<file path="src/hdl/cpfc_pkg.sv">
`timescale 1ns / 1ps
// ----------------------------------------------------------------------------
// cpfc_pkg: shared types, codes and the CRC16 byte update
// Types and constants used by the packet framer and checker modules.
// ----------------------------------------------------------------------------
package cpfc_pkg;

    localparam int unsigned MAX_RESULTS = 5;
    localparam int unsigned CNT_W       = $clog2(MAX_RESULTS + 1);

    localparam logic [15:0] CRC_POLY        = 16'h8005;
    localparam logic [7:0]  ABS_MAX_PAYLOAD = 8'd251;
    localparam logic [7:0]  HEADER_EXTRA    = 8'd3;
    localparam logic [7:0]  MIN_RSP_LEN     = 8'd4;

    localparam logic [7:0] RST_COMMAND_WORD = 8'd3;
    localparam logic [7:0] RST_MIN_PAYLOAD  = 8'd4;
    localparam logic [7:0] RST_MAX_PAYLOAD  = 8'd251;
    localparam logic [7:0] RST_WAKE_OK_CODE = 8'd17;

    localparam logic [7:0] REG_COMMAND_WORD = 8'd0;
    localparam logic [7:0] REG_MIN_PAYLOAD  = 8'd1;
    localparam logic [7:0] REG_MAX_PAYLOAD  = 8'd2;
    localparam logic [7:0] REG_WAKE_OK_CODE = 8'd3;

    localparam logic [1:0] KIND_CMD     = 2'd0;
    localparam logic [1:0] KIND_RSP     = 2'd1;
    localparam logic [1:0] KIND_VERDICT = 2'd2;

    localparam logic [2:0] ST_OK        = 3'd0;
    localparam logic [2:0] ST_SIZE      = 3'd1;
    localparam logic [2:0] ST_SHORT     = 3'd2;
    localparam logic [2:0] ST_CRC       = 3'd3;
    localparam logic [2:0] ST_WAKE_CODE = 3'd4;

    typedef enum logic [1:0] {
        OP_CMD  = 2'd0,
        OP_RSP  = 2'd1,
        OP_WAKE = 2'd2,
        OP_NONE = 2'd3
    } t_op;

    typedef enum logic [1:0] {
        PH_IDLE = 2'd0,
        PH_CMD  = 2'd1,
        PH_RSP  = 2'd2,
        PH_WAKE = 2'd3
    } t_phase;

    typedef struct packed {
        logic [1:0] op;
        logic [7:0] data;
        logic [7:0] payload_len;
    } t_item;

    typedef struct packed {
        logic [1:0] kind;
        logic [7:0] out_byte;
        logic [2:0] status;
        logic       last;
    } t_result;

    typedef struct packed {
        logic [CNT_W-1:0]               cnt;
        t_result [MAX_RESULTS-1:0]      res;
    } t_burst;

    typedef struct packed {
        logic can_load;
        logic load;
    } t_buf_ctrl;

    function automatic logic [15:0] crc_byte(input logic [15:0] crc, input logic [7:0] b);
        logic [15:0] c;
        c = crc;
        for (int i = 0; i < 8; i++) begin
            if (b[i] ^ c[15]) begin
                c = {c[14:0], 1'b0} ^ CRC_POLY;
            end else begin
                c = {c[14:0], 1'b0};
            end
        end
        return c;
    endfunction

endpackage

</file>
<file path="src/hdl/cpfc_in_reg.sv">
`timescale 1ns / 1ps
// ----------------------------------------------------------------------------
// cpfc_in_reg: input word register
// Holds one accepted input word until the core takes it.
// ----------------------------------------------------------------------------
module cpfc_in_reg
    import cpfc_pkg::*;
(
    input  logic  i_clk,
    input  logic  i_rst_n,
    input  logic  i_valid,
    output logic  o_ready,
    input  t_item i_item,
    input  logic  i_take,
    output logic  o_valid,
    output t_item o_item
);

    logic  r_valid;
    t_item r_item;

    assign o_ready = !r_valid || i_take;
    assign o_valid = r_valid;
    assign o_item  = r_item;

    always_ff @(posedge i_clk) begin
        if (!i_rst_n) begin
            r_valid <= 1'b0;
        end else if (i_valid && o_ready) begin
            r_valid <= 1'b1;
        end else if (i_take) begin
            r_valid <= 1'b0;
        end
    end

    always_ff @(posedge i_clk) begin
        if (i_valid && o_ready) begin
            r_item <= i_item;
        end
    end

endmodule

</file>
<file path="src/hdl/cpfc_core.sv">
`timescale 1ns / 1ps
// ----------------------------------------------------------------------------
// cpfc_core: framing and checking logic
// Holds the configuration and packet state and turns one input word into its
// group of result words.
// ----------------------------------------------------------------------------
module cpfc_core
    import cpfc_pkg::*;
(
    input  logic       i_clk,
    input  logic       i_rst_n,
    input  logic       i_cfg_we,
    input  logic [7:0] i_cfg_index,
    input  logic [7:0] i_cfg_data,
    input  logic       i_valid,
    input  t_item      i_item,
    input  logic       i_can_load,
    output logic       o_take,
    output t_burst     o_burst
);

    logic [7:0]  r_command_word;
    logic [7:0]  r_min_payload;
    logic [7:0]  r_max_payload;
    logic [7:0]  r_wake_ok_code;

    t_phase      r_phase, n_phase;
    logic [7:0]  r_pos, n_pos;
    logic [7:0]  r_total, n_total;
    logic [15:0] r_crc, n_crc;
    logic [7:0]  r_held, n_held;
    logic        r_seen, n_seen;

    t_burst      n_burst;

    function automatic t_result mk_res(input logic [1:0] kind, input logic [7:0] b,
                                       input logic [2:0] st, input logic last);
        t_result r;
        r.kind     = kind;
        r.out_byte = b;
        r.status   = st;
        r.last     = last;
        return r;
    endfunction

    always_comb begin
        t_phase      ph;
        logic [7:0]  maxp;
        logic        size_bad;
        logic        do_data;
        logic [2:0]  base;
        logic [15:0] crc_base;
        logic [7:0]  pos_base;
        logic [15:0] got;
        n_phase  = r_phase;
        n_pos    = r_pos;
        n_total  = r_total;
        n_crc    = r_crc;
        n_held   = r_held;
        n_seen   = r_seen;
        n_burst  = '0;
        do_data  = 1'b0;
        base     = 3'd0;
        crc_base = r_crc;
        pos_base = r_pos;
        got      = {i_item.data, r_held};
        maxp     = (r_max_payload < ABS_MAX_PAYLOAD) ? r_max_payload : ABS_MAX_PAYLOAD;
        size_bad = (i_item.payload_len == 8'd0) || (i_item.payload_len < r_min_payload)
                   || (i_item.payload_len > maxp);
        ph = ((r_phase != PH_IDLE) && (r_phase != t_phase'(i_item.op + 2'd1))) ?
             PH_IDLE : r_phase;

        unique case (t_op'(i_item.op))
            OP_CMD: begin
                n_phase = ph;
                if (ph == PH_IDLE) begin
                    if (size_bad) begin
                        n_burst.res[0] = mk_res(KIND_VERDICT, 8'd0, ST_SIZE, 1'b1);
                        n_burst.cnt    = CNT_W'(1);
                        if (i_item.payload_len > 8'd1) begin
                            n_phase = PH_CMD;
                            n_total = 8'd0;
                            n_pos   = i_item.payload_len - 8'd1;
                        end
                    end else begin
                        n_total        = i_item.payload_len + HEADER_EXTRA;
                        crc_base       = crc_byte(16'd0, n_total);
                        pos_base       = 8'd0;
                        n_phase        = PH_CMD;
                        n_burst.res[0] = mk_res(KIND_CMD, r_command_word, ST_OK, 1'b0);
                        n_burst.res[1] = mk_res(KIND_CMD, n_total, ST_OK, 1'b0);
                        base           = 3'd2;
                        do_data        = 1'b1;
                    end
                end else if (r_total == 8'd0) begin
                    n_pos = r_pos - 8'd1;
                    if (n_pos == 8'd0) begin
                        n_phase = PH_IDLE;
                    end
                end else begin
                    do_data = 1'b1;
                end
                if (do_data) begin
                    n_crc             = crc_byte(crc_base, i_item.data);
                    n_pos             = pos_base + 8'd1;
                    n_burst.res[base] = mk_res(KIND_CMD, i_item.data, ST_OK, 1'b0);
                    if ({1'b0, n_pos} + 9'd3 >= {1'b0, n_total}) begin
                        n_burst.res[base + 3'd1] = mk_res(KIND_CMD, n_crc[7:0], ST_OK, 1'b0);
                        n_burst.res[base + 3'd2] = mk_res(KIND_CMD, n_crc[15:8], ST_OK, 1'b1);
                        n_burst.cnt              = CNT_W'(base + 3'd3);
                        n_phase                  = PH_IDLE;
                    end else begin
                        n_burst.cnt = CNT_W'(base + 3'd1);
                    end
                end
            end
            OP_RSP: begin
                n_phase = ph;
                if (ph == PH_IDLE) begin
                    if (i_item.data < MIN_RSP_LEN) begin
                        n_burst.res[0] = mk_res(KIND_VERDICT, 8'd0, ST_SHORT, 1'b1);
                        n_burst.cnt    = CNT_W'(1);
                    end else begin
                        n_total = i_item.data;
                        n_crc   = crc_byte(16'd0, i_item.data);
                        n_pos   = 8'd1;
                        n_phase = PH_RSP;
                    end
                end else if ({1'b0, r_pos} + 9'd2 < {1'b0, r_total}) begin
                    n_crc          = crc_byte(r_crc, i_item.data);
                    n_burst.res[0] = mk_res(KIND_RSP, i_item.data, ST_OK, 1'b0);
                    n_burst.cnt    = CNT_W'(1);
                    n_pos          = r_pos + 8'd1;
                end else if ({1'b0, r_pos} + 9'd2 == {1'b0, r_total}) begin
                    n_held = i_item.data;
                    n_pos  = r_pos + 8'd1;
                end else begin
                    n_burst.res[0] = mk_res(KIND_VERDICT, 8'd0,
                                            (got == r_crc) ? ST_OK : ST_CRC, 1'b1);
                    n_burst.cnt    = CNT_W'(1);
                    n_phase        = PH_IDLE;
                end
            end
            OP_WAKE: begin
                n_phase = ph;
                if (ph == PH_IDLE) begin
                    n_crc   = crc_byte(16'd0, i_item.data);
                    n_pos   = 8'd1;
                    n_phase = PH_WAKE;
                end else if (r_pos == 8'd1) begin
                    n_crc  = crc_byte(r_crc, i_item.data);
                    n_seen = (i_item.data == r_wake_ok_code);
                    n_pos  = 8'd2;
                end else if (r_pos == 8'd2) begin
                    n_held = i_item.data;
                    n_pos  = 8'd3;
                end else begin
                    n_burst.res[0] = mk_res(KIND_VERDICT, 8'd0,
                                            (got != r_crc) ? ST_CRC :
                                            (r_seen ? ST_OK : ST_WAKE_CODE), 1'b1);
                    n_burst.cnt    = CNT_W'(1);
                    n_phase        = PH_IDLE;
                end
            end
            OP_NONE: begin
                n_phase = r_phase;
            end
            default: begin
                n_phase = r_phase;
            end
        endcase
    end

    assign o_take  = i_valid && ((n_burst.cnt == '0) || i_can_load);
    assign o_burst = n_burst;

    always_ff @(posedge i_clk) begin
        if (!i_rst_n) begin
            r_command_word <= RST_COMMAND_WORD;
            r_min_payload  <= RST_MIN_PAYLOAD;
            r_max_payload  <= RST_MAX_PAYLOAD;
            r_wake_ok_code <= RST_WAKE_OK_CODE;
        end else if (i_cfg_we) begin
            unique case (i_cfg_index)
                REG_COMMAND_WORD: r_command_word <= i_cfg_data;
                REG_MIN_PAYLOAD:  r_min_payload  <= i_cfg_data;
                REG_MAX_PAYLOAD:  r_max_payload  <= i_cfg_data;
                REG_WAKE_OK_CODE: r_wake_ok_code <= i_cfg_data;
                default: begin
                end
            endcase
        end
    end

    always_ff @(posedge i_clk) begin
        if (!i_rst_n) begin
            r_phase <= PH_IDLE;
            r_pos   <= 8'd0;
            r_total <= 8'd0;
            r_crc   <= 16'd0;
            r_held  <= 8'd0;
            r_seen  <= 1'b0;
        end else if (o_take) begin
            r_phase <= n_phase;
            r_pos   <= n_pos;
            r_total <= n_total;
            r_crc   <= n_crc;
            r_held  <= n_held;
            r_seen  <= n_seen;
        end
    end

endmodule

</file>
<file path="src/hdl/cpfc_out_buf.sv">
`timescale 1ns / 1ps
// ----------------------------------------------------------------------------
// cpfc_out_buf: result word buffer
// Loads a group of result words at once and shifts them out one word a cycle while i_ready is high.
// ----------------------------------------------------------------------------
module cpfc_out_buf
    import cpfc_pkg::*;
(
    input  logic      i_clk,
    input  logic      i_rst_n,
    input  t_burst    i_burst,
    input  logic      i_load,
    input  logic      i_ready,
    output logic      o_valid,
    output t_result   o_res,
    output t_buf_ctrl o_ctrl
);

    logic [CNT_W-1:0]          r_cnt;
    t_result [MAX_RESULTS-1:0] r_q;
    logic                      pop;

    assign o_valid         = (r_cnt != '0);
    assign o_res           = r_q[0];
    assign pop             = o_valid && i_ready;
    assign o_ctrl.can_load = (r_cnt == '0) || ((r_cnt == CNT_W'(1)) && pop);
    assign o_ctrl.load     = i_load;

    always_ff @(posedge i_clk) begin
        if (!i_rst_n) begin
            r_cnt <= '0;
        end else if (i_load) begin
            r_cnt <= i_burst.cnt;
        end else if (pop) begin
            r_cnt <= r_cnt - CNT_W'(1);
        end
    end

    always_ff @(posedge i_clk) begin
        if (i_load) begin
            r_q <= i_burst.res;
        end else if (pop) begin
            r_q <= {t_result'('0), r_q[MAX_RESULTS-1:1]};
        end
    end

endmodule

</file>
<file path="src/hdl/crypto_chip_packet_framer_checker_core.sv">
`timescale 1ns / 1ps
// ----------------------------------------------------------------------------
// crypto_chip_packet_framer_checker_core: command framer and response checker
// Frames command packets with word, length and CRC16, and checks response and
// wake reply packets against their CRC16.
//
// Channel   Direction  Word contents
// s_axis    in         tuser op, tdata data and payload length
// m_axis    out        tuser kind, tdata byte and status, tlast end of packet
// cfg       in         register index and 8-bit register value
//
// An input word that yields at most one result word is taken every cycle while m_axis accepts.
// A word that yields k result words holds back the next word that has results
// while the result buffer drains one word per cycle whenever m_axis is ready.
// The first result word of an input word is registered in the result buffer when the core takes it.
// Reset is synchronous and restores the register defaults and idle state.
// A stalled m_axis holds its word, and s_axis keeps one word in its register.
// ----------------------------------------------------------------------------
module crypto_chip_packet_framer_checker_core
    import cpfc_pkg::*;
(
    input  logic        i_clk,
    input  logic        i_rst_n,
    input  logic        s_axis_tvalid,
    output logic        s_axis_tready,
    input  logic [15:0] s_axis_tdata,   // data [7:0], payload_len [15:8]
    input  logic [1:0]  s_axis_tuser,   // op [1:0]
    output logic        m_axis_tvalid,
    input  logic        m_axis_tready,
    output logic [15:0] m_axis_tdata,   // out_byte [7:0], status [10:8], zero [15:11]
    output logic [1:0]  m_axis_tuser,   // out_kind [1:0]
    output logic        m_axis_tlast,
    input  logic        i_cfg_valid,
    output logic        o_cfg_ready,
    input  logic [7:0]  i_cfg_index,
    input  logic [7:0]  i_cfg_data
);

    t_item     in_item;
    t_item     reg_item;
    logic      reg_valid;
    logic      take;
    t_burst    burst;
    t_result   res;
    t_buf_ctrl buf_ctrl;

    assign in_item.op          = s_axis_tuser;
    assign in_item.data        = s_axis_tdata[7:0];
    assign in_item.payload_len = s_axis_tdata[15:8];
    assign o_cfg_ready         = 1'b1;

    cpfc_in_reg u_in_reg (
        .i_clk   (i_clk),
        .i_rst_n (i_rst_n),
        .i_valid (s_axis_tvalid),
        .o_ready (s_axis_tready),
        .i_item  (in_item),
        .i_take  (take),
        .o_valid (reg_valid),
        .o_item  (reg_item)
    );

    cpfc_core u_core (
        .i_clk       (i_clk),
        .i_rst_n     (i_rst_n),
        .i_cfg_we    (i_cfg_valid && o_cfg_ready),
        .i_cfg_index (i_cfg_index),
        .i_cfg_data  (i_cfg_data),
        .i_valid     (reg_valid),
        .i_item      (reg_item),
        .i_can_load  (buf_ctrl.can_load),
        .o_take      (take),
        .o_burst     (burst)
    );

    cpfc_out_buf u_out_buf (
        .i_clk   (i_clk),
        .i_rst_n (i_rst_n),
        .i_burst (burst),
        .i_load  (take && (burst.cnt != '0)),
        .i_ready (m_axis_tready),
        .o_valid (m_axis_tvalid),
        .o_res   (res),
        .o_ctrl  (buf_ctrl)
    );

    assign m_axis_tdata = {5'd0, res.status, res.out_byte};
    assign m_axis_tuser = res.kind;
    assign m_axis_tlast = res.last;

endmodule

</file>
<file path="config.mk">
export PLATFORM = sky130hd
export DESIGN_NAME = crypto_chip_packet_framer_checker_core
export DESIGN_NICKNAME = d
export VERILOG_FILES = /design/src/hdl/cpfc_pkg.sv /design/src/hdl/cpfc_in_reg.sv /design/src/hdl/cpfc_core.sv /design/src/hdl/cpfc_out_buf.sv /design/src/hdl/crypto_chip_packet_framer_checker_core.sv
export SDC_FILE = /design/constraint.sdc
export NUM_CORES = 1
export LEC_CHECK = 0
export ABC_AREA = 1
export BUFFER_PORTS_ARGS = -buffer_cell sky130_fd_sc_hd__buf_2
export CAP_MARGIN = 5
export CORE_MARGIN = 8
export CORE_UTILIZATION = 40
export CTS_CLUSTER_DIAMETER = 120
export DETAILED_ROUTE_END_ITERATION = 10
export PLACE_DENSITY_LB_ADDON = 0.12
export SLEW_MARGIN = 20
export SYNTH_ARGS = -nofsm -noshare
export SYNTH_HDL_FRONTEND = slang
export SYNTH_HIERARCHICAL = 1
export SYNTH_SLANG_ARGS = --single-unit
export TNS_END_PERCENT = 100
</file>
<file path="constraint.sdc">
create_clock -name i_clk -period 18.9 [get_ports i_clk]
set_input_delay 0.945 -clock i_clk [delete_from_list [all_inputs] [get_ports i_clk]]
set_output_delay 0.945 -clock i_clk [all_outputs]
set_load 0.01 [all_outputs]
</file>
# [Word level (Yosys, flattened, before mapping)]
# Index checks and enable logic that the tools add are counted.
[word_totals] in_bits=39 output_inout_bits=22 reg_bits=167 elab_cells=490
[classes] add_sub_neg=12 n_mux=268 n_reduce_logical=41 bitwise=90 eq_ne=31 n_lt_le_gt_ge=13
[ops] op="16-bit two-way mux" count=169
[ops] op="8-bit two-way mux" count=28
[ops] op="70-bit bitwise mux" count=3
[ops] op="70-bit two-way mux" count=3
[ops] op="14-bit two-way mux" count=11
[ops] op="3-bit inverter" count=44
[ops] op="14-bit demux with 3-bit select" count=3
[ops] op="73-bit two-way mux" count=1
[ops] op="28-bit two-way mux" count=2
[ops] op="56-bit two-way mux" count=1
[ops] op="16-bit one-hot mux with 3 select lines" count=1
[ops] op="1-bit bitwise XOR" count=44
[ops] op="14-bit one-hot mux with 3 select lines" count=1
[ops] op="2-bit two-way mux" count=17
[ops] op="3-bit two-way mux" count=11
[ops] op="8-bit zero test" count=4
[ops] op="8-bit one-hot mux with 2 select lines" count=2
[ops] op="8-bit by 2-bit == test with 1-bit output (second input constant)" count=3
[ops] op="8-bit one-hot mux with 3 select lines" count=1
[ops] op="8-bit by 2-bit adder with 9-bit output (second input constant)" count=2
[ops] op="8-bit by 1-bit adder with 8-bit output (second input constant)" count=2
[ops] op="16-bit == test" count=1
[ops] op="8-bit by 1-bit == test with 1-bit output (second input constant)" count=2
[ops] op="16-bit != test" count=1
[ops] op="43 further kinds" count=98

# [Logic depth before layout (Yosys ltp)]
# Gate-level depths: netlist of the first run.
[depth] word_depth=85 depth_mapped=41 mapped_depth_nobuf=38

# [Modules after synthesis]
# Netlist of the first run, hierarchy kept.
[by_module_without_submodules] module="cpfc_core" cells_per_inst=1173 instances=1 area_each_um2=7443.4 seq_area_each_um2=1501.4
[by_module_without_submodules] module="cpfc_out_buf" cells_per_inst=331 instances=1 area_each_um2=3289.4 seq_area_each_um2=2162.1
[by_module_without_submodules] module="cpfc_in_reg" cells_per_inst=25 instances=1 area_each_um2=591.8 seq_area_each_um2=560.5
[by_module_without_submodules] module="crypto_chip_packet_framer_checker_core" cells_per_inst=12 instances=1 area_each_um2=68.8 seq_area_each_um2=0.0

# [Worst setup path before layout of the first run]
# Ideal clock, no wire load.
[synth_timing] kind="reg2reg" start="register u_core.r_max_payload[1]" end="register u_out_buf.r_q (netlist bit u_out_buf/o_res[0]) (enable)" t_arrival_ps=7369 slack_ps=11099 setup_time_ps=432 path_stages_with_launch=37 required_ps=18468 n_path_buf=3 path_cell_list="dfxtp_1 a21oi_1 nand3b_1 nor4_1 nor2_1 ha_1 inv_1 nor2_1 o21ai_0 a21boi_0 o21ai_0 nand3_4 inv_2 buf_4 clkbuf_1 clkbuf_1 nor2_1 ha_1 inv_1 xor2_2 inv_2 or2_4 nor2_4 xor2_1 ha_1 a21oi_1 o221ai_1 nand3_1 nand2_1 a211oi_1 nand2_4 ha_1 nor2_1 inv_1 a21oi_1 inv_2 nand2_1"
[synth_lines] element="start, declared" line="cpfc_core.sv:24" rtl="logic [7:0] r_max_payload;"
[synth_lines] element="start signal, assigned" line="cpfc_core.sv:187" rtl="REG_MAX_PAYLOAD: r_max_payload <= i_cfg_data;"
[synth_lines] element="end signal, assigned" line="cpfc_out_buf.sv:41" rtl="r_q <= i_burst.res;"
[synth_lines] element="end signal, assigned" line="cpfc_out_buf.sv:43" rtl="r_q <= {t_result'('0), r_q[MAX_RESULTS-1:1]};"
[synth_lines] element="end, declared" line="cpfc_out_buf.sv:20" rtl="t_result [MAX_RESULTS-1:0] r_q;"

==> results of run 1 <==
[routing by layer]
metal	track usage, %	up-vias	share of wire (%)
met5	0	-	0
met4	4.994	0	1.5
met3	3.367	36	7.7
met2	31.28	338	44
met1	27.34	4487	46
li1	-	4953	-
[state kept, by name (all words and copies together), names as in the netlist, 2 cells and up]
signal / count
u_core/r_min_payload: 8
u_core/r_command_word: 8
u_core/r_phase: 2
u_out_buf/r_q: 56
u_core/r_max_payload: 8
u_core/r_held: 8
u_core/r_crc: 16
u_core/r_pos: 8
u_in_reg/o_item: 18
u_out_buf/r_cnt: 3
u_core/r_total: 8
u_core/r_wake_ok_code: 8
u_out_buf/o_res: 14
[stage by stage]
stage               utilization [%]  hold WS, ns  instance area [um2]
global placement              41.59       0.4325                11620
finish                        43.75       0.4551                12220
CTS                           43.75       0.4534                12220
floorplan                         -       0.4237                11480
global route                  43.75       0.4726                12220
detailed placement            41.59       0.4412                11620
[where the power goes]
group	internal (uW)	switching, uW
Sequential	479	36.8
Combinational	124	283
Clock	181	185
[cell usage in the layout, fill, tap and decap left out, types with 23 or more instances in the layout]
cell type and instances:
xnor2_1 28, a21oi_1 103, ha_1 57, xor2_1 58, inv_1 177, o21ai_0 112, o211ai_1 23, nand3_1 67
nor2_1 117, buf_2 54, conb_1 28, nand2_1 387, edfxtp_1 88, dfxtp_1 79
[worst max-delay path, delay by kind of cell (launching register included)]
family,cells,cell delay [ns]
and+or+nand+nor,12,3.01
adders and majority gates,4,1.72
buffers and inverters,7,1.13
AOI/OAI and AO/OA,5,0.88
xor gates and xnor gates,3,0.47
DFF,1,0.44
[path summary, 6_finish.rpt]
check | start | endpoint | slack [ns]
hold reg to reg | u_core/r_min_payload[0] | u_core/r_min_payload[0] | 0.46
setup / recovery | u_in_reg/o_item[16] | u_out_buf/r_q[40] | 10.76
hold / removal | u_core/r_min_payload[0] | u_core/r_min_payload[0] | 0.46
setup reg to reg | u_in_reg/o_item[16] | u_out_buf/r_q[40] | 10.76
[layout make-up]
cell class / instances / share of cell area (%)
clock inverter: 15 / 1.444
tap: 378 / 3.870
clock buffer: 17 / 3.481
inverter: 192 / 5.897
multi-input combinational: 1098 / 48.22
timing repair buffer: 59 / 2.519
sequential: 167 / 34.57
==> flow_metrics.env, run 1 <==
export IMPL_power_density_nw_per_um2=105.5
export IMPL_leakagePower_uw=0.005654
export IMPL_initial_core_util_pct=40.76
export IMPL_grt_pass1_vias=9243
export IMPL_cp_slowest_stage_delay_ns=0.85
export IMPL_hold_path_class="flop to flop"
export IMPL_first_pass_iters=6
export IMPL_rsz0062_at_grt="false"
export IMPL_cts_buffer_depth=2
export IMPL_fmax_ghz=0.1229
export IMPL_finalWeightedCongestion=0.9007
export IMPL_crit_fanout=73
export IMPL_fin_tns_setup_ns=0
export IMPL_fin_crit_sh_pct=43.06
export IMPL_core_area_um2=27930
export IMPL_arrival_ns=8.20
export IMPL_start_kind="flop"
export IMPL_cp_end_kind="flop"
export IMPL_final_cells=1926
export IMPL_row_count=61
export IMPL_top_level_ports=61
export IMPL_setup_viol=0
export IMPL_dp_cells=1894
export IMPL_nets=1631
export IMPL_grt_use_total_pct=19.68
export IMPL_status="finished, final reports clean"
export IMPL_postCtsHoldBufs=0
export IMPL_antenna_found_initial=0
export IMPL_drc=0
export IMPL_synthCells=1540
export IMPL_relSlewSlack_pct=35.36
export IMPL_rr_worst_depth=31
export IMPL_critPathSlowestCell="ha_1"
export IMPL_cap_violations=0
export IMPL_register_area_um2=4224
export IMPL_fin_ws_ns=10.76
export IMPL_ant_nets=0
export IMPL_fillers=2924
export IMPL_slew_viol_final=0
export IMPL_fin_worst_skew_ns=0.01368
export IMPL_irDropWorstVdd_v=0.00004749
export IMPL_cts_tree="done"
export IMPL_portBuffers=54
export IMPL_htreeDepth=4
export IMPL_wl_per_cell_um=17.35
export IMPL_cts_buffers=17
export IMPL_worstPathRequired_ns=18.96
export IMPL_die_area_um2=34120
export IMPL_insertion_delay_ns=0.44
export IMPL_grt_max_degree=77
export IMPL_vias=9814
export IMPL_grt_pass1_wl_um=52170
export IMPL_routed_wirelength_um=33410
export IMPL_clock_root_buffer="clkbuf_16"
export IMPL_dieWidth_um=184.7
export IMPL_cts_setup_buffers=0
export IMPL_drt_iter0_drc=985
export IMPL_yosysWarnings=6
export IMPL_min_path_cells=2
export IMPL_post_route_min_period_ns=8.138
export IMPL_tightest_slew_ns=0.9695
export IMPL_numClockSinks=167
export IMPL_pre_cts_ws_ns=10.81
export IMPL_n_antenna_cell=0
export IMPL_ctsResizeCount=0
export IMPL_dp_hpwl_um=24480
export IMPL_multi_input_area_um2=5893
export IMPL_grt_overflow_total=0
export IMPL_die_h_um=184.7
export IMPL_total_power_uw=1289
export IMPL_syn_cell_area_um2=11390
export IMPL_area_delta_synth_final_pct=7.330
export IMPL_vias_per_cell=5.096
export IMPL_crit_type="flop to flop"
export IMPL_syn_area_per_cell_um2=7.393
export IMPL_clkSlewWorstSetupHoldPaths_ns=0.08
export IMPL_drive_gt1_share_pct=8.140
export IMPL_hold_viol=0
(Power assumes the default switching activity.)
==> inputs of run 2 (changes only) <==
ABC_AREA = 0   (was 1)
clock period = 7.7 ns   (was 18.9 ns; I/O delays follow)
==> run 2 against run 1 <==
Effect of this change:
- combinational power rose by 84%
- maximum frequency grew 15%
- highest routed layer unchanged
- cell area is 0.43% lower
- largest cell class unchanged
- sequential power grew 120%
- clock skew hardly changed
==> flow_metrics.env, run 2 <==
export IMPL_vias_per_cell=5.355
export IMPL_syn_cell_area_um2=11280
export IMPL_ctsResizeCount=0
export IMPL_numClockSinks=167
export IMPL_cts_setup_buffers=0
export IMPL_min_to="u_in_reg/o_item[9]"
export IMPL_nets=1291
export IMPL_register_area_um2=4224
export IMPL_grt_use_total_pct=18.96
export IMPL_portBuffers=54
export IMPL_r2r_end="u_out_buf/o_res[8]"
export IMPL_relSlewSlack_pct=34.96
export IMPL_crit_fanout=73
export IMPL_initial_core_util_pct=40.60
export IMPL_synthCells=1198
export IMPL_multi_input_area_um2=6241
export IMPL_dieWidth_um=183.9
export IMPL_insertion_delay_ns=0.45
export IMPL_cp_end_kind="flop"
export IMPL_vias=8499
export IMPL_die_area_um2=33830
export IMPL_fin_crit_sh_pct=91.95
export IMPL_power_density_nw_per_um2=231.4
export IMPL_mostFrequentLayoutCell="nor2_1"
export IMPL_wl_per_cell_um=20.03
export IMPL_clkSlewWorstSetupHoldPaths_ns=0.08
export IMPL_cap_violations=0
export IMPL_htreeDepth=4
export IMPL_cts_buffer_depth=2
export IMPL_hold_start="s_axis_tdata[1]"
export IMPL_layout_common_cells="130 x nor2_1, 90 x nand2_1, 88 x edfxtp_1, 79 x dfxtp_1, 69 x a21oi_1"
export IMPL_rsz0062_at_grt="false"
export IMPL_largest_reg_flops=56
export IMPL_antenna_found_initial=1
export IMPL_leakagePower_uw=0.004859
export IMPL_final_cells=1587
export IMPL_dp_hpwl_um=23230
export IMPL_rrSetupSlack_ns=0.62
export IMPL_start_kind="flop"
export IMPL_crit_type="flop to flop"
export IMPL_ant_nets=0
export IMPL_yosysWarnings=6
export IMPL_fin_tns_setup_ns=0
export IMPL_drc=0
export IMPL_rr_worst_depth=23
export IMPL_area_delta_synth_final_pct=7.876
export IMPL_cts_buffers=17
export IMPL_fmax_ghz=0.1412
export IMPL_grt_pass1_wl_um=49160
export IMPL_worstPathRequired_ns=7.89
export IMPL_status="finished, final reports clean"
export IMPL_grt_max_degree=74
export IMPL_grt_overflow_total=0
export IMPL_postLayoutCellArea_um2=12170
export IMPL_setup_viol=0
export IMPL_routed_wirelength_um=31780
export IMPL_fillers=2722
export IMPL_syn_area_per_cell_um2=9.415
export IMPL_fin_worst_skew_ns=0.01354
export IMPL_core_area_um2=27780
export IMPL_tightest_slew_ns=0.9682
export IMPL_dpl_cell_area_um2=11530
export IMPL_die_h_um=183.9
export IMPL_first_pass_iters=5
export IMPL_top_level_ports=61
export IMPL_total_power_uw=2815
export IMPL_hold_viol=0
export IMPL_finalWeightedCongestion=0.8791
export IMPL_cts_tree="done"
export IMPL_slew_viol_final=0
export IMPL_r2r_start="u_in_reg/o_item[0]"
export IMPL_holdWs_ns=0.1078
export IMPL_irDropWorstVdd_v=0.0001180
export IMPL_postCtsHoldBufs=0
export IMPL_clock_root_buffer="clkbuf_16"
export IMPL_drt_iter0_drc=736
export IMPL_min_path_cells=1
export IMPL_drive_gt1_share_pct=16.06
export IMPL_hold_path_class="input pin to flop"
export IMPL_dp_cells=1554
export IMPL_arrival_ns=7.27
export IMPL_post_route_min_period_ns=7.080
export IMPL_registers_top_by_ff_count="u_out_buf/r_q"
export IMPL_row_count=61
export IMPL_grt_pass1_vias=8189
[run 2: area by class of cell]
class | count | area share [%]
Antenna cell | 1 | 0.02057
Clock inverter | 15 | 1.697
Tap cell | 378 | 3.887
Sequential cell | 167 | 34.71
Clock buffer | 17 | 3.496
Timing Repair Buffer | 72 | 3.332
Inverter | 50 | 1.563
Multi-Input combinational cell | 887 | 51.29
[run 2: critical path: stages, from the launching register on]
cell	delay, ns
edfxtp_1	0.58
inv_1	0.19
ha_1	0.50
nand2_2	0.10
or3_4	0.35
or3_4	0.37
nand3_4	0.10
buf_4	0.28
and2_1	0.17
ha_1	0.16
nand2_1	0.12
xor2_1	0.17
or4b_1	0.50
and2_1	0.17
nor3_1	0.15
ha_1	0.27
o311ai_0	0.10
a21boi_0	0.14
a311o_1	0.40
ha_1	0.35
nor3_1	0.31
o31a_2	0.21
buf_4	0.65
mux2_2	0.42
[run 2: layer usage]
layer / up-vias / GRT usage, % / wire length [um] / share of wire, %
met4: 0 / 6.163 / 667 / 2.1
met5: - / 0 / 0 / 0
met2: 295 / 29.50 / 14270 / 45
met3: 47 / 3.814 / 2200 / 6.9
met1: 4046 / 25.97 / 14650 / 46
li1: 4111 / - / - / -
[run 2: worst max path at each step]
stage,startpoint,endpoint,slack [ns],cells past startpoint
after CTS,u_in_reg/o_item[0],u_out_buf/o_res[9],0.61,23
after detailed placement,u_in_reg/o_item[0],u_out_buf/o_res[9],0.63,23
after global placement,u_in_reg/o_item[0],u_out_buf/o_res[5],0.77,23
after global routing,u_in_reg/o_item[0],u_out_buf/o_res[8],0.07,25
after floorplan,u_in_reg/o_item[16],u_out_buf/o_res[0],0.16,30
final,u_in_reg/o_item[0],u_out_buf/o_res[8],0.62,23
[run 2: through the flow]
stage               setup slack, ns  util (%)
global route                0.06635     43.79
floorplan                    0.1583         -
finish                       0.6201     43.80
global placement             0.7669     41.52
detailed placement           0.6255     41.52
CTS                          0.6059     43.79
[run 2: power by group]
group	internal [uW]	switching [uW]	total, uW	leakage [uW]
Sequential	1080	62.3	1150	0.00148
Combinational	300	450	750	0.00308
Clock	453	466	919	0.000304
Total	1840	978	2820	0.00486
==> inputs of run 3 (changes only) <==
SYNTH_HIERARCHICAL = unset   (was 1)
==> run 3 against run 2 <==
Effect of this change:
- sequential power fell by 6%
- combinational power rose by 7.5%
- utilization rose by 0.66 points
- hold slack improved by 0.020 ns
- largest cell class unchanged
- global-route usage rose by 0.28 points
- worst setup slack improved by 0.26 ns
- synthesized cell count fell by 6.9%
- critical path depth did not move
- non-clock buffer count fell by 7
- total power fell by 3.6%
==> flow_metrics.env, run 3 <==
export IMPL_status="finished, final reports clean"
export IMPL_power_density_nw_per_um2=251.8
export IMPL_grt_overflow_total=0
export IMPL_n_antenna_cell=0
export IMPL_path_buf_inv=3
export IMPL_arrival_ns=7.00
export IMPL_grt_pass1_vias=7695
export IMPL_busiest_layer="met2"
export IMPL_setup_viol=0
export IMPL_routed_wirelength_um=28940
export IMPL_vias_per_cell=5.429
export IMPL_power_switching_uw=964.8
export IMPL_rsz0062_at_grt="false"
export IMPL_irDropWorstVdd_v=0.0001646
export IMPL_yosysWarnings=0
export IMPL_ctsResizeCount=0
export IMPL_fin_tns_setup_ns=0
export IMPL_numClockSinks=147
export IMPL_nets=1214
export IMPL_synthFlopType="dfxtp_1"
export IMPL_antenna_found_initial=0
export IMPL_yosys_area_top_type="edfxtp_1"
export IMPL_grt_use_met1_pct=26.90
export IMPL_dieWidth_um=172.9
export IMPL_cts_setup_buffers=0
export IMPL_ys_seq_elements=147
export IMPL_cp_end_kind="flop"
export IMPL_cap_violations=0
export IMPL_cts_buffer_depth=2
export IMPL_synth_top_cells_by_count="137 x nor2_1, 110 x nand2_1, 79 x dfxtp_1"
export IMPL_slew_viol_final=0
export IMPL_use_met2_pct=29.95
export IMPL_insertion_delay_ns=0.43
export IMPL_synth_most_common_cell="nor2_1"
export IMPL_die_h_um=172.9
export IMPL_cp_slowest_stage_delay_ns=0.94
export IMPL_grt_pass1_wl_um=45490
export IMPL_synthCells=1115
export IMPL_rr_worst_depth=23
export IMPL_leakagePower_uw=0.004383
export IMPL_worstPathRequired_ns=7.89
export IMPL_tightest_slew_ns=0.9604
export IMPL_largest_reg_flops=36
export IMPL_critPathSlowestCell="ha_1"
export IMPL_finalWeightedCongestion=0.8919
export IMPL_core_area_um2=24250
export IMPL_crit_type="flop to flop"
export IMPL_clock_root_buffer="clkbuf_16"
export IMPL_grt_max_degree=62
export IMPL_switching_share_pct=35.54
export IMPL_row_count=57
export IMPL_mostFrequentLayoutCell="nor2_1"
export IMPL_syn_area_per_cell_um2=8.836
export IMPL_pwr_share_seq_pct=39.8
export IMPL_synth_top_area_share_pct=20.73
export IMPL_postLayoutCellArea_um2=10780
export IMPL_relSlewSlack_pct=35.97
export IMPL_grt_util_met3_pct=3.376
export IMPL_dp_hpwl_um=21230
export IMPL_worstPathCellList="inv_1, ha_1, inv_1, o31ai_4, nor4_2, nand2_4, inv_1, nor2_1, ha_1, nand2_1, xor2_1, a21oi_1, o21a_1, nand2_1, xnor2_1, nor2_1, ha_1, a21o_1, a211oi_1, nor2_1, nand2_1, nor2_1, a221o_1"
export IMPL_dpl_cell_area_um2=10210
export IMPL_cts_buffers=17
export IMPL_ant_nets=0
export IMPL_top_level_ports=61
export IMPL_wl_per_cell_um=19.93
export IMPL_area_delta_synth_final_pct=9.423
export IMPL_start_kind="flop"
export IMPL_cts_tree="done"
export IMPL_postCtsHoldBufs=0
export IMPL_vias=7883
export IMPL_layout_common_cells="137 x nor2_1, 109 x nand2_1, 79 x dfxtp_1, 71 x xnor2_1, 68 x edfxtp_1"
export IMPL_crit_fanout=27
export IMPL_first_pass_iters=5
export IMPL_registers_top_by_ff_count="u_out_buf.r_q"
export IMPL_post_route_min_period_ns=6.819
export IMPL_portBuffers=54
export IMPL_cpMostUsedCell="nor2_1"
export IMPL_hold_path_class="input pin to flop"
export IMPL_fin_worst_skew_ns=0.01540
export IMPL_die_area_um2=29910
export IMPL_drc=0
export IMPL_synth_top_cells_by_area="edfxtp_1 21%, dfxtp_1 16%, ha_1 7.6%"
export IMPL_grt_use_total_pct=19.25
export IMPL_htreeDepth=4
export IMPL_clkSlewWorstSetupHoldPaths_ns=0.07
export IMPL_drt_iter0_drc=738
export IMPL_p_int_uw=1750
export IMPL_ys_types=81
export IMPL_syn_cell_area_um2=9852
export IMPL_initial_core_util_pct=40.63
export IMPL_min_path_cells=1
export IMPL_p_clk_share_pct=30.5
export IMPL_fin_util_pct=44.46
export IMPL_hold_viol=0
export IMPL_fmax_ghz=0.1467
export IMPL_synth_edff_count=68
export IMPL_dp_cells=1420
export IMPL_combPwrFrac_pct=29.7
export IMPL_ys_async_sr_fraction_pct=0
export IMPL_drive_gt1_share_pct=10.99
export IMPL_ys_seq_area_share_pct=36.78
export IMPL_critical_path_top_delay_family="compound AO/OA/AOI/OAI gates"
export IMPL_final_cells=1452
export IMPL_fin_crit_sh_pct=88.55
export IMPL_path_depth=23
-- run 3: power by group through the flow --
stage	Sequential, uW	Clock (uW)	Combinational [uW]
after floorplan	1060	0	617
after global placement	1100	0	805
after detailed placement	1100	0	802
after CTS	1080	847	806
after global routing	1090	880	888
final	1080	828	806
-- run 3: final cells by class --
class / count / area (um2)
fillers: 2463 / 13470
multi-input cells: 836 / 5649
flip-flops and latches: 147 / 3623
clock buffers: 18 / 429.2
well taps: 324 / 405.4
repair buffers: 65 / 352.8
inverters: 48 / 180.2
clock inverters: 14 / 140.1
-- run 3: final timing paths --
kind / start / endpoint / slack [ns]
setup / recovery: u_in_reg.o_item[16] / u_out_buf.r_q[18] / 0.88
hold / removal: s_axis_tdata[0] / u_in_reg.o_item[8] / 0.13
setup reg to reg: u_in_reg.o_item[16] / u_out_buf.r_q[18] / 0.88
hold reg to reg: u_core.r_max_payload[1] / u_core.r_max_payload[1] / 0.49
-- run 3: per-stage QoR --
stage | hold slack (ns) | total power (uW) | setup slack (ns)
finish | 0.1282 | 2714 | 0.8815
global route | 0.1052 | 2862 | 0.3975
CTS | 0.1111 | 2734 | 0.9640
detailed placement | 0.4778 | 1899 | 1.018
global placement | 0.4676 | 1903 | 1.106
floorplan | 0.4414 | 1679 | 2.228
-- run 3: logic make-up after synthesis --
kind of cell	Yosys count	synth area share (%)
buf+inv	136	6.210
simple gates	358	16.79
mux	63	6.426
other cells	2	0.07623
compound gates	227	15.04
flops	147	36.78
fa+ha+maj	60	7.620
xor+xnor	122	11.06
-- run 3: layer usage --
metal | up-vias | share of wire [%]
li1 | 3859 | -
met1 | 3709 | 47
met2 | 275 | 45
met3 | 40 | 6.1
met4 | 0 | 2.3
met5 | - | 0
